File: config.mk
export PLATFORM = sky130hd
export DESIGN_NAME = countdown_display_and_redraw_flat
export DESIGN_NICKNAME = d
export VERILOG_FILES = /design/src/rtl/cdr_pkg.sv /design/src/rtl/cdr_if.sv /design/src/rtl/countdown_display_and_redraw.sv /design/src/rtl/cdr_front.sv /design/src/rtl/cdr_fifo.sv /design/src/rtl/cdr_div.sv /design/src/rtl/cdr_back.sv /design/src/flat_wrapper.sv
export VERILOG_INCLUDE_DIRS = /design/src /design/src/rtl
export SDC_FILE = /design/constraint.sdc
export NUM_CORES = 2
export LEC_CHECK = 0
export BUFFER_PORTS_ARGS = -buffer_cell sky130_fd_sc_hd__buf_4
export CORE_AREA = 4 4 352 354
export CTS_BUF_LIST = sky130_fd_sc_hd__clkbuf_16
export DETAILED_ROUTE_END_ITERATION = 10
export DIE_AREA = 0 0 356 358
export GPL_ROUTABILITY_DRIVEN = 0
export GPL_TIMING_DRIVEN = 0
export PLACE_DENSITY = 0.77
export SYNTH_ARGS = -nofsm -noshare
export SYNTH_HDL_FRONTEND = slang
export SYNTH_HIERARCHICAL = 1
export SYNTH_SLANG_ARGS = --single-unit
export TNS_END_PERCENT = 50
File: constraint.sdc
create_clock -name clock -period 20.2 [get_ports clock]
set_clock_uncertainty 0.05 [all_clocks]
set_input_delay 3.03 -clock clock [delete_from_list [all_inputs] [get_ports clock]]
set_output_delay 3.03 -clock clock [all_outputs]
set_load 0.02 [all_outputs]
File: src/rtl/countdown_display_and_redraw_defines.svh
// Assertion helpers shared by the RTL files.
`ifndef COUNTDOWN_DISPLAY_AND_REDRAW_DEFINES_SVH
`define COUNTDOWN_DISPLAY_AND_REDRAW_DEFINES_SVH

// Check that a condition holds in the same cycle as its trigger.
`define CDR_ASSERT_IMPL(lbl, clk, rst, ante, cons) \
   lbl: assert property (@(posedge clk) disable iff (rst) (ante) |-> (cons)) \
      else $error("assertion failed");

// Check that a condition holds in the cycle after its trigger.
`define CDR_ASSERT_NEXT(lbl, clk, rst, ante, cons) \
   lbl: assert property (@(posedge clk) disable iff (rst) (ante) |=> (cons)) \
      else $error("assertion failed");

`endif

File: src/rtl/cdr_pkg.sv
`default_nettype none
package cdr_pkg;

   localparam int SEC_W   = 33;
   localparam int MS_W    = 48;
   localparam int TOT_W   = 32;
   localparam int UNIT_W  = 3;
   localparam int VAL_W   = 7;
   localparam int FRAC_W  = 17;
   localparam int DELAY_W = 27;
   localparam int UMS_W   = 27;
   localparam int VDIV_W  = 17;
   localparam int Q_W     = TOT_W + 10;
   localparam int DW      = 48;
   localparam int DIV_CNT_W = $clog2(DW);

   localparam int ARC_STEPS = 256;
   localparam int FRAC_FULL  = 4096;

   localparam int QDEPTH = 2;
   localparam int QPTR_W = $clog2(QDEPTH);

   localparam logic [UNIT_W-1:0] UNIT_SEC  = 3'd0;
   localparam logic [UNIT_W-1:0] UNIT_MIN  = 3'd1;
   localparam logic [UNIT_W-1:0] UNIT_HOUR = 3'd2;
   localparam logic [UNIT_W-1:0] UNIT_DAY  = 3'd3;
   localparam logic [UNIT_W-1:0] UNIT_INF  = 3'd4;

   localparam logic [TOT_W-1:0]  SEC_DAY  = 32'd86400;
   localparam logic [TOT_W-1:0]  SEC_HOUR = 32'd3600;
   localparam logic [TOT_W-1:0]  SEC_MIN  = 32'd60;
   localparam logic [UMS_W-1:0]  MS_DAY   = 27'd86400000;
   localparam logic [UMS_W-1:0]  MS_HOUR  = 27'd3600000;
   localparam logic [UMS_W-1:0]  MS_MIN   = 27'd60000;
   localparam logic [UMS_W-1:0]  MS_SEC   = 27'd1000;
   localparam logic [Q_W-1:0]    Q_MIN    = 42'd1000;
   localparam logic [VAL_W-1:0]  VAL_MAX  = 7'd99;
   localparam logic [DELAY_W-1:0] DELAY_MIN = 27'd200;
   localparam logic [DELAY_W-1:0] DELAY_PAD = 27'd20;
   localparam logic [DELAY_W-1:0] DELAY_INF = 27'd3600000;

   // Classified work handed from front to back
   typedef struct packed {
      logic                inf;
      logic                expired;
      logic [UNIT_W-1:0]   unit;
      logic [VDIV_W-1:0]   vdiv;
      logic [TOT_W-1:0]    r;
      logic [TOT_W-1:0]    total;
      logic [MS_W-2:0]     rms;
      logic [UMS_W-1:0]    unit_ms;
      logic [Q_W-1:0]      q;
   } work_type;

endpackage
`default_nettype wire

File: src/rtl/cdr_if.sv
`default_nettype none
interface cdr_req_if;
   logic                                valid;
   logic                                ready;
   logic signed [cdr_pkg::SEC_W-1:0]    remaining_seconds;
   logic signed [cdr_pkg::MS_W-1:0]     remaining_millis;

   modport source (output valid, remaining_seconds, remaining_millis, input ready);
   modport sink   (input valid, remaining_seconds, remaining_millis, output ready);
endinterface

interface cdr_rsp_if;
   logic                                valid;
   logic                                ready;
   logic [cdr_pkg::UNIT_W-1:0]          display_unit;
   logic [cdr_pkg::VAL_W-1:0]           display_value;
   logic [cdr_pkg::FRAC_W-1:0]          arc_fraction;
   logic [cdr_pkg::DELAY_W-1:0]         next_change_delay;

   modport source (output valid, display_unit, display_value, arc_fraction,
                   next_change_delay, input ready);
   modport sink   (input valid, display_unit, display_value, arc_fraction,
                   next_change_delay, output ready);
endinterface
`default_nettype wire

File: src/rtl/countdown_display_and_redraw.sv
// Countdown display and redraw scheduler. Each request beat carries the time left in
// seconds and in milliseconds; the response beat gives the display unit and value, the
// arc fraction and the delay until the next redraw, computed against the duration held
// in the csr register (zero means no timer). The front end classifies a beat in the
// cycle it is accepted and places it in a two-entry queue, so requests keep flowing
// while the back end works. The back end runs four 48-step shift-subtract dividers side
// by side, then sees them done in ST_RUN, picks the boundary in ST_FIN, loads the output
// register in ST_HOLD and pops the next entry from ST_IDLE. It takes no new entry until
// the last is loaded, and the load waits while an untaken beat holds the output register;
// the divider length sets the sustained rate. A finished result sits in an output
// register while the next item is being computed. Write csr only while the block is idle.
`default_nettype none
module countdown_display_and_redraw (
   input  wire logic                        clock,
   input  wire logic                        reset,
   input  wire logic                        csr_we,
   input  wire logic [cdr_pkg::TOT_W-1:0]   csr_wdata,
   cdr_req_if.sink                          req_bus,
   cdr_rsp_if.source                        rsp_bus
);

   logic               push;
   logic               pop;
   logic               q_full;
   logic               q_empty;
   cdr_pkg::work_type  push_data;
   cdr_pkg::work_type  head;

   cdr_front u_front (
      .clock     (clock),
      .reset     (reset),
      .csr_we    (csr_we),
      .csr_wdata (csr_wdata),
      .req       (req_bus),
      .q_full    (q_full),
      .push      (push),
      .push_data (push_data)
   );

   cdr_fifo u_fifo (
      .clock     (clock),
      .reset     (reset),
      .push      (push),
      .push_data (push_data),
      .pop       (pop),
      .full      (q_full),
      .empty     (q_empty),
      .head      (head)
   );

   cdr_back u_back (
      .clock     (clock),
      .reset     (reset),
      .q_empty   (q_empty),
      .head      (head),
      .pop       (pop),
      .rsp       (rsp_bus)
   );

endmodule
`default_nettype wire

File: src/rtl/cdr_front.sv
`default_nettype none
module cdr_front (
   input  wire logic                        clock,
   input  wire logic                        reset,
   input  wire logic                        csr_we,
   input  wire logic [cdr_pkg::TOT_W-1:0]   csr_wdata,
   cdr_req_if.sink                          req,
   input  wire logic                        q_full,
   output logic                             push,
   output cdr_pkg::work_type                push_data
);

   logic [cdr_pkg::TOT_W-1:0] total_ff;
   logic [cdr_pkg::TOT_W-1:0] total_in;
   logic [cdr_pkg::TOT_W-1:0] r_pos;
   logic [cdr_pkg::MS_W-2:0]  rms;
   logic [cdr_pkg::Q_W-1:0]   q_prod;
   logic [cdr_pkg::Q_W-1:0]   q_raw;

   // Hold the duration register
   assign total_in = csr_we ? csr_wdata : total_ff;
   always_ff @(posedge clock) begin
      if (reset) begin
         total_ff <= '0;
      end else begin
         total_ff <= total_in;
      end
   end

   assign req.ready = !q_full;
   assign push      = req.valid && req.ready;

   // Clamp seconds into 0..total
   always_comb begin
      r_pos = req.remaining_seconds[cdr_pkg::TOT_W-1:0];
      if (req.remaining_seconds[cdr_pkg::SEC_W-1]) begin
         r_pos = '0;
      end else if (r_pos > total_ff) begin
         r_pos = total_ff;
      end
   end

   assign rms    = req.remaining_millis[cdr_pkg::MS_W-2:0];
   assign q_prod = cdr_pkg::Q_W'(total_ff) * cdr_pkg::Q_W'(1000);
   assign q_raw  = q_prod / cdr_pkg::ARC_STEPS;

   // Classify the beat
   always_comb begin
      push_data.inf     = (total_ff == '0);
      push_data.expired = req.remaining_millis[cdr_pkg::MS_W-1] ||
                          (req.remaining_millis == '0);
      push_data.r       = r_pos;
      push_data.total   = total_ff;
      push_data.rms     = rms;
      push_data.q       = (q_raw < cdr_pkg::Q_MIN) ? cdr_pkg::Q_MIN : q_raw;
      if (r_pos >= cdr_pkg::SEC_DAY) begin
         push_data.unit = cdr_pkg::UNIT_DAY;
         push_data.vdiv = cdr_pkg::VDIV_W'(cdr_pkg::SEC_DAY);
      end else if (r_pos >= cdr_pkg::SEC_HOUR) begin
         push_data.unit = cdr_pkg::UNIT_HOUR;
         push_data.vdiv = cdr_pkg::VDIV_W'(cdr_pkg::SEC_HOUR);
      end else if (r_pos >= cdr_pkg::SEC_MIN) begin
         push_data.unit = cdr_pkg::UNIT_MIN;
         push_data.vdiv = cdr_pkg::VDIV_W'(cdr_pkg::SEC_MIN);
      end else begin
         push_data.unit = cdr_pkg::UNIT_SEC;
         push_data.vdiv = cdr_pkg::VDIV_W'(1);
      end
      if (rms >= (cdr_pkg::MS_W-1)'(cdr_pkg::MS_DAY)) begin
         push_data.unit_ms = cdr_pkg::MS_DAY;
      end else if (rms >= (cdr_pkg::MS_W-1)'(cdr_pkg::MS_HOUR)) begin
         push_data.unit_ms = cdr_pkg::MS_HOUR;
      end else if (rms >= (cdr_pkg::MS_W-1)'(cdr_pkg::MS_MIN)) begin
         push_data.unit_ms = cdr_pkg::MS_MIN;
      end else begin
         push_data.unit_ms = cdr_pkg::MS_SEC;
      end
   end

endmodule
`default_nettype wire

File: src/rtl/cdr_fifo.sv
`default_nettype none
`include "countdown_display_and_redraw_defines.svh"
module cdr_fifo (
   input  wire logic              clock,
   input  wire logic              reset,
   input  wire logic              push,
   input  wire cdr_pkg::work_type push_data,
   input  wire logic              pop,
   output logic                   full,
   output logic                   empty,
   output cdr_pkg::work_type      head
);

   cdr_pkg::work_type               slot_ff [cdr_pkg::QDEPTH];
   logic [cdr_pkg::QPTR_W-1:0]      wr_ptr_ff;
   logic [cdr_pkg::QPTR_W-1:0]      rd_ptr_ff;
   logic [cdr_pkg::QPTR_W:0]        count_ff;

   assign full  = (count_ff == (cdr_pkg::QPTR_W+1)'(cdr_pkg::QDEPTH));
   assign empty = (count_ff == '0);
   assign head  = slot_ff[rd_ptr_ff];

   // Store entries
   always_ff @(posedge clock) begin
      if (push) begin
         slot_ff[wr_ptr_ff] <= push_data;
      end
   end

   // Advance pointers and occupancy
   always_ff @(posedge clock) begin
      if (reset) begin
         wr_ptr_ff <= '0;
         rd_ptr_ff <= '0;
         count_ff  <= '0;
      end else begin
         if (push) begin
            wr_ptr_ff <= wr_ptr_ff + 1'b1;
         end
         if (pop) begin
            rd_ptr_ff <= rd_ptr_ff + 1'b1;
         end
         if (push && !pop) begin
            count_ff <= count_ff + 1'b1;
         end else if (pop && !push) begin
            count_ff <= count_ff - 1'b1;
         end
      end
   end

   `CDR_ASSERT_IMPL(a_no_underflow, clock, reset, pop, !empty)
   `CDR_ASSERT_NEXT(a_push_fills, clock, reset, push && !pop, !empty)

endmodule
`default_nettype wire

File: src/rtl/cdr_div.sv
`default_nettype none
module cdr_div (
   input  wire logic                    clock,
   input  wire logic                    reset,
   input  wire logic                    start,
   input  wire logic [cdr_pkg::DW-1:0]  dividend,
   input  wire logic [cdr_pkg::DW-1:0]  divisor,
   output logic                         busy,
   output logic [cdr_pkg::DW-1:0]       quotient,
   output logic [cdr_pkg::DW-1:0]       remainder
);

   logic [cdr_pkg::DW-1:0]        quo_ff;
   logic [cdr_pkg::DW-1:0]        rem_ff;
   logic [cdr_pkg::DW-1:0]        dvs_ff;
   logic [cdr_pkg::DIV_CNT_W-1:0] cnt_ff;
   logic                          busy_ff;
   logic [cdr_pkg::DW:0]          rem_sh;
   logic [cdr_pkg::DW:0]          rem_sub;
   logic                          ge;

   // One restoring step per cycle
   assign rem_sh  = {rem_ff, quo_ff[cdr_pkg::DW-1]};
   assign ge      = (rem_sh >= {1'b0, dvs_ff});
   assign rem_sub = rem_sh - {1'b0, dvs_ff};

   always_ff @(posedge clock) begin
      if (reset) begin
         busy_ff <= 1'b0;
         cnt_ff  <= '0;
      end else if (start) begin
         busy_ff <= 1'b1;
         cnt_ff  <= cdr_pkg::DIV_CNT_W'(cdr_pkg::DW-1);
      end else if (busy_ff) begin
         cnt_ff <= cnt_ff - 1'b1;
         if (cnt_ff == '0) begin
            busy_ff <= 1'b0;
         end
      end
   end

   always_ff @(posedge clock) begin
      if (start) begin
         quo_ff <= dividend;
         rem_ff <= '0;
         dvs_ff <= divisor;
      end else if (busy_ff) begin
         quo_ff <= {quo_ff[cdr_pkg::DW-2:0], ge};
         rem_ff <= ge ? rem_sub[cdr_pkg::DW-1:0] : rem_sh[cdr_pkg::DW-1:0];
      end
   end

   assign busy      = busy_ff;
   assign quotient  = quo_ff;
   assign remainder = rem_ff;

endmodule
`default_nettype wire

File: src/rtl/cdr_back.sv
`default_nettype none
`include "countdown_display_and_redraw_defines.svh"
module cdr_back (
   input  wire logic              clock,
   input  wire logic              reset,
   input  wire logic              q_empty,
   input  wire cdr_pkg::work_type head,
   output logic                   pop,
   cdr_rsp_if.source              rsp
);

   typedef enum logic [1:0] {ST_IDLE, ST_RUN, ST_FIN, ST_HOLD} state_type;

   state_type                       state_ff;
   cdr_pkg::work_type               cur_ff;
   logic [cdr_pkg::UMS_W-1:0]       near_ff;
   logic [cdr_pkg::VAL_W-1:0]       val_ff;
   logic [cdr_pkg::FRAC_W-1:0]      frac_ff;
   logic                            out_valid_ff;
   logic [cdr_pkg::UNIT_W-1:0]      out_unit_ff;
   logic [cdr_pkg::VAL_W-1:0]       out_val_ff;
   logic [cdr_pkg::FRAC_W-1:0]      out_frac_ff;
   logic [cdr_pkg::DELAY_W-1:0]     out_delay_ff;

   logic                            start;
   logic                            load;
   logic [3:0]                      busy;
   logic [cdr_pkg::DW-1:0]          dvd [4];
   logic [cdr_pkg::DW-1:0]          dvs [4];
   logic [cdr_pkg::DW-1:0]          quo [4];
   logic [cdr_pkg::DW-1:0]          rem [4];
   logic [cdr_pkg::DW-1:0]          to_unit;
   logic [cdr_pkg::DW-1:0]          to_frac;
   logic [cdr_pkg::DW-1:0]          near_w;
   logic [cdr_pkg::DW-1:0]          frac_w;
   logic [cdr_pkg::DW-1:0]          capped;
   logic [cdr_pkg::DW-1:0]          padded;
   logic [cdr_pkg::DELAY_W-1:0]     delay;

   assign start = (state_ff == ST_IDLE) && !q_empty;
   assign pop   = start;
   assign load  = (state_ff == ST_HOLD) && (!out_valid_ff || rsp.ready);

   // Feed the four dividers from the queue head
   assign dvd[0] = cdr_pkg::DW'(head.r);
   assign dvs[0] = cdr_pkg::DW'(head.vdiv);
   assign dvd[1] = cdr_pkg::DW'(head.r) * cdr_pkg::DW'(cdr_pkg::ARC_STEPS);
   assign dvs[1] = cdr_pkg::DW'(head.total);
   assign dvd[2] = cdr_pkg::DW'(head.rms);
   assign dvs[2] = cdr_pkg::DW'(head.unit_ms);
   assign dvd[3] = cdr_pkg::DW'(head.rms);
   assign dvs[3] = cdr_pkg::DW'(head.q);

   for (genvar i = 0; i < 4; i++) begin : g_div
      cdr_div u_div (
         .clock     (clock),
         .reset     (reset),
         .start     (start),
         .dividend  (dvd[i]),
         .divisor   (dvs[i]),
         .busy      (busy[i]),
         .quotient  (quo[i]),
         .remainder (rem[i])
      );
   end

   // Pick the nearer boundary and scale the arc
   always_comb begin
      to_unit = (rem[2] == '0) ? cdr_pkg::DW'(cur_ff.unit_ms) : rem[2];
      to_frac = (rem[3] == '0) ? cdr_pkg::DW'(cur_ff.q) : rem[3];
      near_w  = (to_unit < to_frac) ? to_unit : to_frac;
      frac_w  = (quo[1] * cdr_pkg::DW'(cdr_pkg::FRAC_FULL)) / cdr_pkg::ARC_STEPS;
   end

   // Cap at the time left, pad and floor the delay; with no timer use DELAY_INF
   always_comb begin
      capped = (cdr_pkg::DW'(near_ff) > cdr_pkg::DW'(cur_ff.rms)) ?
               cdr_pkg::DW'(cur_ff.rms) : cdr_pkg::DW'(near_ff);
      padded = capped + cdr_pkg::DW'(cdr_pkg::DELAY_PAD);
      if (cur_ff.inf) begin
         delay = cdr_pkg::DELAY_INF;
      end else if (cur_ff.expired || (padded < cdr_pkg::DW'(cdr_pkg::DELAY_MIN))) begin
         delay = cdr_pkg::DELAY_MIN;
      end else begin
         delay = padded[cdr_pkg::DELAY_W-1:0];
      end
   end

   // Sequence one item and hold the result beat
   always_ff @(posedge clock) begin
      if (reset) begin
         state_ff     <= ST_IDLE;
         out_valid_ff <= 1'b0;
      end else begin
         if (load) begin
            out_valid_ff <= 1'b1;
         end else if (rsp.ready) begin
            out_valid_ff <= 1'b0;
         end
         unique case (state_ff)
            ST_IDLE: begin
               if (start) begin
                  cur_ff   <= head;
                  state_ff <= ST_RUN;
               end
            end
            ST_RUN: begin
               if (busy == '0) begin
                  state_ff <= ST_FIN;
               end
            end
            ST_FIN: begin
               near_ff  <= near_w[cdr_pkg::UMS_W-1:0];
               val_ff   <= (quo[0] > cdr_pkg::DW'(cdr_pkg::VAL_MAX)) ?
                           cdr_pkg::VAL_MAX : quo[0][cdr_pkg::VAL_W-1:0];
               frac_ff  <= frac_w[cdr_pkg::FRAC_W-1:0];
               state_ff <= ST_HOLD;
            end
            ST_HOLD: begin
               if (load) begin
                  out_unit_ff  <= cur_ff.inf ? cdr_pkg::UNIT_INF : cur_ff.unit;
                  out_val_ff   <= cur_ff.inf ? '0 : val_ff;
                  out_frac_ff  <= cur_ff.inf ? cdr_pkg::FRAC_W'(cdr_pkg::FRAC_FULL) : frac_ff;
                  out_delay_ff <= delay;
                  state_ff     <= ST_IDLE;
               end
            end
            default: state_ff <= ST_IDLE;
         endcase
      end
   end

   assign rsp.valid             = out_valid_ff;
   assign rsp.display_unit      = out_unit_ff;
   assign rsp.display_value     = out_val_ff;
   assign rsp.arc_fraction      = out_frac_ff;
   assign rsp.next_change_delay = out_delay_ff;

   `CDR_ASSERT_NEXT(a_div_start, clock, reset, start, busy == 4'hF)
   `CDR_ASSERT_IMPL(a_delay_floor, clock, reset, out_valid_ff, out_delay_ff >= cdr_pkg::DELAY_MIN)

endmodule
`default_nettype wire
File: src/flat_wrapper.sv
// flat-port wrapper written by rule: the top's interface ports become plain ports
module countdown_display_and_redraw_flat 
  (clock, reset, csr_we, csr_wdata, req_bus_valid, req_bus_remaining_seconds, req_bus_remaining_millis, req_bus_ready, rsp_bus_valid, rsp_bus_display_unit, rsp_bus_display_value, rsp_bus_arc_fraction, rsp_bus_next_change_delay, rsp_bus_ready);
  cdr_req_if req_bus_i ();
  cdr_rsp_if rsp_bus_i ();
  input  wire logic clock;
  input  wire logic reset;
  input  wire logic csr_we;
  input  wire logic [cdr_pkg::TOT_W-1:0] csr_wdata;
  input wire logic [$bits(req_bus_i.valid)-1:0] req_bus_valid;
  input wire logic [$bits(req_bus_i.remaining_seconds)-1:0] req_bus_remaining_seconds;
  input wire logic [$bits(req_bus_i.remaining_millis)-1:0] req_bus_remaining_millis;
  output wire logic [$bits(req_bus_i.ready)-1:0] req_bus_ready;
  output wire logic [$bits(rsp_bus_i.valid)-1:0] rsp_bus_valid;
  output wire logic [$bits(rsp_bus_i.display_unit)-1:0] rsp_bus_display_unit;
  output wire logic [$bits(rsp_bus_i.display_value)-1:0] rsp_bus_display_value;
  output wire logic [$bits(rsp_bus_i.arc_fraction)-1:0] rsp_bus_arc_fraction;
  output wire logic [$bits(rsp_bus_i.next_change_delay)-1:0] rsp_bus_next_change_delay;
  input wire logic [$bits(rsp_bus_i.ready)-1:0] rsp_bus_ready;
  assign req_bus_i.valid = req_bus_valid;
  assign req_bus_i.remaining_seconds = req_bus_remaining_seconds;
  assign req_bus_i.remaining_millis = req_bus_remaining_millis;
  assign req_bus_ready = req_bus_i.ready;
  assign rsp_bus_valid = rsp_bus_i.valid;
  assign rsp_bus_display_unit = rsp_bus_i.display_unit;
  assign rsp_bus_display_value = rsp_bus_i.display_value;
  assign rsp_bus_arc_fraction = rsp_bus_i.arc_fraction;
  assign rsp_bus_next_change_delay = rsp_bus_i.next_change_delay;
  assign rsp_bus_i.ready = rsp_bus_ready;
  countdown_display_and_redraw u_core (.clock(clock), .reset(reset), .csr_we(csr_we), .csr_wdata(csr_wdata), .req_bus(req_bus_i), .rsp_bus(rsp_bus_i));
endmodule
==> metrics.md <==
| Metric | Value |
|---|---|
| Core area | `0.1211 mm^2` |
| Skew-Pair Late Insertion Delay | `0.75 ns` |
| TritonCTS buffer count | `134` |
| Relative slew slack | `0.07954` |
| YS warnings | `6` |
| Slowest cell on crit path | `nor4_1` |
| Final Instance Count excl. Fillers | `8,712` |
| Main synth FF type | `edfxtp_1` |
| Most frequent cells in the layout | `edfxtp_1 (1,006), inv_1 (535), nor2_1 (528)` |
| H-tree Lvls | `4` |
| NumNets Final | `7,625` |
| CP Launch Point | `u_core/u_back/cur_ff[78]` |
| Min cycle time layout | `6.968 ns` |
| CTS Sinks | `1,266` |
| VDD IR max | `113.6 uV` |
| Initial Util | `0.5962` |
| Critical Path, Cell by Cell | `clkbuf_1, inv_1, ha_1, nand2_1, o21ai_0, a221oi_1, nand4_1, nand2_2, buf_2, clkbuf_1, clkbuf_1, nand2_1, o21ai_0, ha_1, clkbuf_1, nor2_1, nor4_1, nand3_1, xnor2_1, nand4_1, nor4_1, o22ai_1, a211oi_2, nor3_1` |
| Multi-input logic area | `0.03328 mm^2` |
| Vias in the first global route | `51,790` |
| CP max stage delay | `0.79 ns` |
| DR vias | `52,920` |
| First-pass GRT wire length | `285.9 mm` |
| CTS tree | `done` |
| Drt first pass iters | `9` |
| Row count | `128` |
| WL per Instance | `21.24 um` |
| Clock Path Buffers | `3` |
| Placed cell count | `8,463` |
| Worst-path maximum fanout | `10` |
| Number of max-cap violations | `0` |
| Critical Path RT | `20.62 ns` |
| Avg Synthesized Cell Area | `11.09 um^2` |
| Final Setup Violations | `0` |
| WP data arrival | `7.39 ns` |
| Final Hold Fails | `0` |
| Crit path launch type | `flip-flop` |
| Vias per inst | `6.074` |
| Post-route clock period utilization | `0.3450` |
| Total area of sequential cells | `0.03541 mm^2` |
| Fillers | `8,955` |
| All-Layer GR Usage | `0.2853` |
| Min-delay src | `u_core/u_back/g_div[1].u_div/quotient[4]` |
| WS Path Type | `flip-flop to flip-flop` |
| Die Area | `0.1274 mm^2` |
| P per Cell Area | `170.2 mW/mm^2` |
| Clock Tree Root | `clkbuf_16` |
| Worst Setup End Kind | `flip-flop` |
| IO buf count | `168` |
| Mapped Area | `0.07219 mm^2` |
| Post-CTS setup buffer count | `0` |
| Achievable frequency | `143.5 MHz` |
| Leak | `31.87 nW` |
| Layout area overhead | `12.13%` |
| Commonest non-fill, non-tap cell in the layout | `edfxtp_1` |
| Hold buffer count at cts | `0` |
| CTS clock-pin slew for the worst setup and hold paths | `0.06 ns` |
| Total gr overflow | `0` |
| Post-synth EDFFs | `1,006` |
| Max-slew violation count | `0` |
| Initial DRC count | `5,427` |
| Synth Instances | `6,507` |
| Layout cells sized above 1 | `0.1506` |
| RSZ-0062 raised after global routing | `no` |
| Die width | `356 um` |
| Largest net degree at the start of global routing | `63` |
| Synth async-reset ratio | `0` |
| RR Startpoint | `u_core/u_back/cur_ff[78]` |
| Worst min-delay path category | `flip-flop to flip-flop` |
| Sequential share of the synthesized area | `0.4906` |
| Initial antenna violation count | `1` |
| Hold Slack | `0.3978 ns` |
| CP dominant cell by count | `clkbuf_1` |
| Post-DP HPWL | `137.5 mm` |
| IO Pins | `174` |
| Cts repair resizes | `0` |
| Unique cell type count in the Yosys netlist | `109` |
| Outcome | `finished clean` |
| Yosys reg bits | `1,266` |
| Final WL | `185.1 mm` |
| Antenna-violating nets left | `0` |
| Tightest Pin Transition | `1.381 ns` |
| Post-detailed-route DRC marker count | `0` |
| Chip Height | `358 um` |
sequential cells by signal, summed over array words and instances, names as in the netlist, 27 cells and up, named ones only:
signal,cells
u_core/u_back/g_div.u_div/quotient,192
u_core/u_back/rsp.next_change_delay,27
u_core/u_back/g_div.u_div/dvs_ff,192
u_core/u_back/g_div.u_div/remainder,192
u_core/u_back/cur_ff,121
u_core/u_front/total_ff,32
u_core/u_fifo/slot_ff,404
u_core/u_back/near_ff,27
layout make-up:
type | instances | area share
Antenna cell | 4 | 0.0001237
Sequential cell | 1266 | 0.4375
Tap cell | 1625 | 0.02512
Clock buffer | 140 | 0.04328
Timing Repair Buffer | 200 | 0.02308
Inverter | 504 | 0.02337
Clock inverter | 104 | 0.009938
Buffer | 393 | 0.02651
Multi-Input combinational cell | 4476 | 0.4111
layer usage:
metal	share of wire	global-route usage	vias to the layer above	routed length, um
met5	0	0	-	0
met4	0.041	0.1107	0	7532
met3	0.079	0.04893	461	14700
li1	-	-	24520	-
met2	0.47	0.4655	2385	87000
met1	0.41	0.3837	25550	75830
path summary, 6_finish.rpt:
kind,to,slack [ns],cells past startpoint
min,u_core/u_back/frac_ff[8],0.40,0
max reg2reg,u_core/u_back/rsp.next_change_delay[5],13.23,24
max,u_core/u_back/rsp.next_change_delay[5],13.23,24
min reg2reg,u_core/u_back/frac_ff[8],0.40,0
cells in the mapped netlist (34+ instances only):
| master | number | share of area |
|---|---|---|
| nor2_1 | 528 | 0.027 |
| o211ai_1 | 35 | 0.0036 |
| a311oi_1 | 48 | 0.0058 |
| nor4_1 | 83 | 0.0072 |
| dfxtp_1 | 260 | 0.072 |
| xor2_1 | 95 | 0.012 |
| o21bai_1 | 36 | 0.0037 |
| clkbuf_1 | 197 | 0.010 |
| nand3_1 | 108 | 0.0075 |
| nor3_1 | 116 | 0.0080 |
| buf_2 | 42 | 0.0029 |
| nor2b_1 | 63 | 0.0055 |
| ha_1 | 411 | 0.071 |
| a211oi_1 | 130 | 0.014 |
| and3_1 | 48 | 0.0042 |
| mux2i_1 | 164 | 0.023 |
| o21ai_0 | 225 | 0.016 |
| inv_1 | 504 | 0.026 |
| a31oi_1 | 47 | 0.0041 |
| fa_1 | 121 | 0.034 |
| a21o_1 | 115 | 0.012 |
| edfxtp_1 | 1006 | 0.42 |
| a21oi_1 | 442 | 0.031 |
| mux2_2 | 406 | 0.063 |
| nand2_1 | 385 | 0.020 |
| nand4_1 | 112 | 0.0097 |
| nand2b_1 | 34 | 0.0029 |
| buf_4 | 108 | 0.011 |
| xnor2_1 | 155 | 0.019 |
| o21a_1 | 42 | 0.0044 |
power breakdown:
part           internal [W]  switching, W
registers           0.00402      0.000471
clock network       0.00138       0.00102
logic               0.00268       0.00421
total               0.00807       0.00571
kinds of logic after synthesis:
kind of cell    count (synthesis)  synth area share
compound gates               1362            0.1237
xor+xnor                      250           0.03033
fa+ha+maj                     532            0.1048
buf+inv                       897           0.05593
flops                        1266            0.4906
mux                           570           0.08607
other cells                     2         0.0001040
simple gates                 1628            0.1085
stage by stage:
step                      setup TNS, ns    util  total power, W  area [um^2]  worst slack, ns
final                                 0  0.6686         0.01378        80950            13.23
after global routing                  0  0.6685         0.01464        80940            12.78
after CTS                             0  0.6685         0.01370        80940            13.51
after detailed placement              0  0.6329         0.01123        76630            12.94
after global placement          -382.65  0.6275         0.01113        75980           -3.169
after floorplan                       0       -        0.009452        72690            4.837
worst max-delay path, delay by kind of cell (launching register included):
kind	cells	cell delay, ns
and+or+nand+nor	10	2.38
AOI/OAI and AO/OA	5	1.15
buffers and inverters	6	2.01
DFF	1	0.32
adders and majority gates	2	0.51
xor gates and xnor gates	1	0.28
Power figures use the tool's default switching activity.
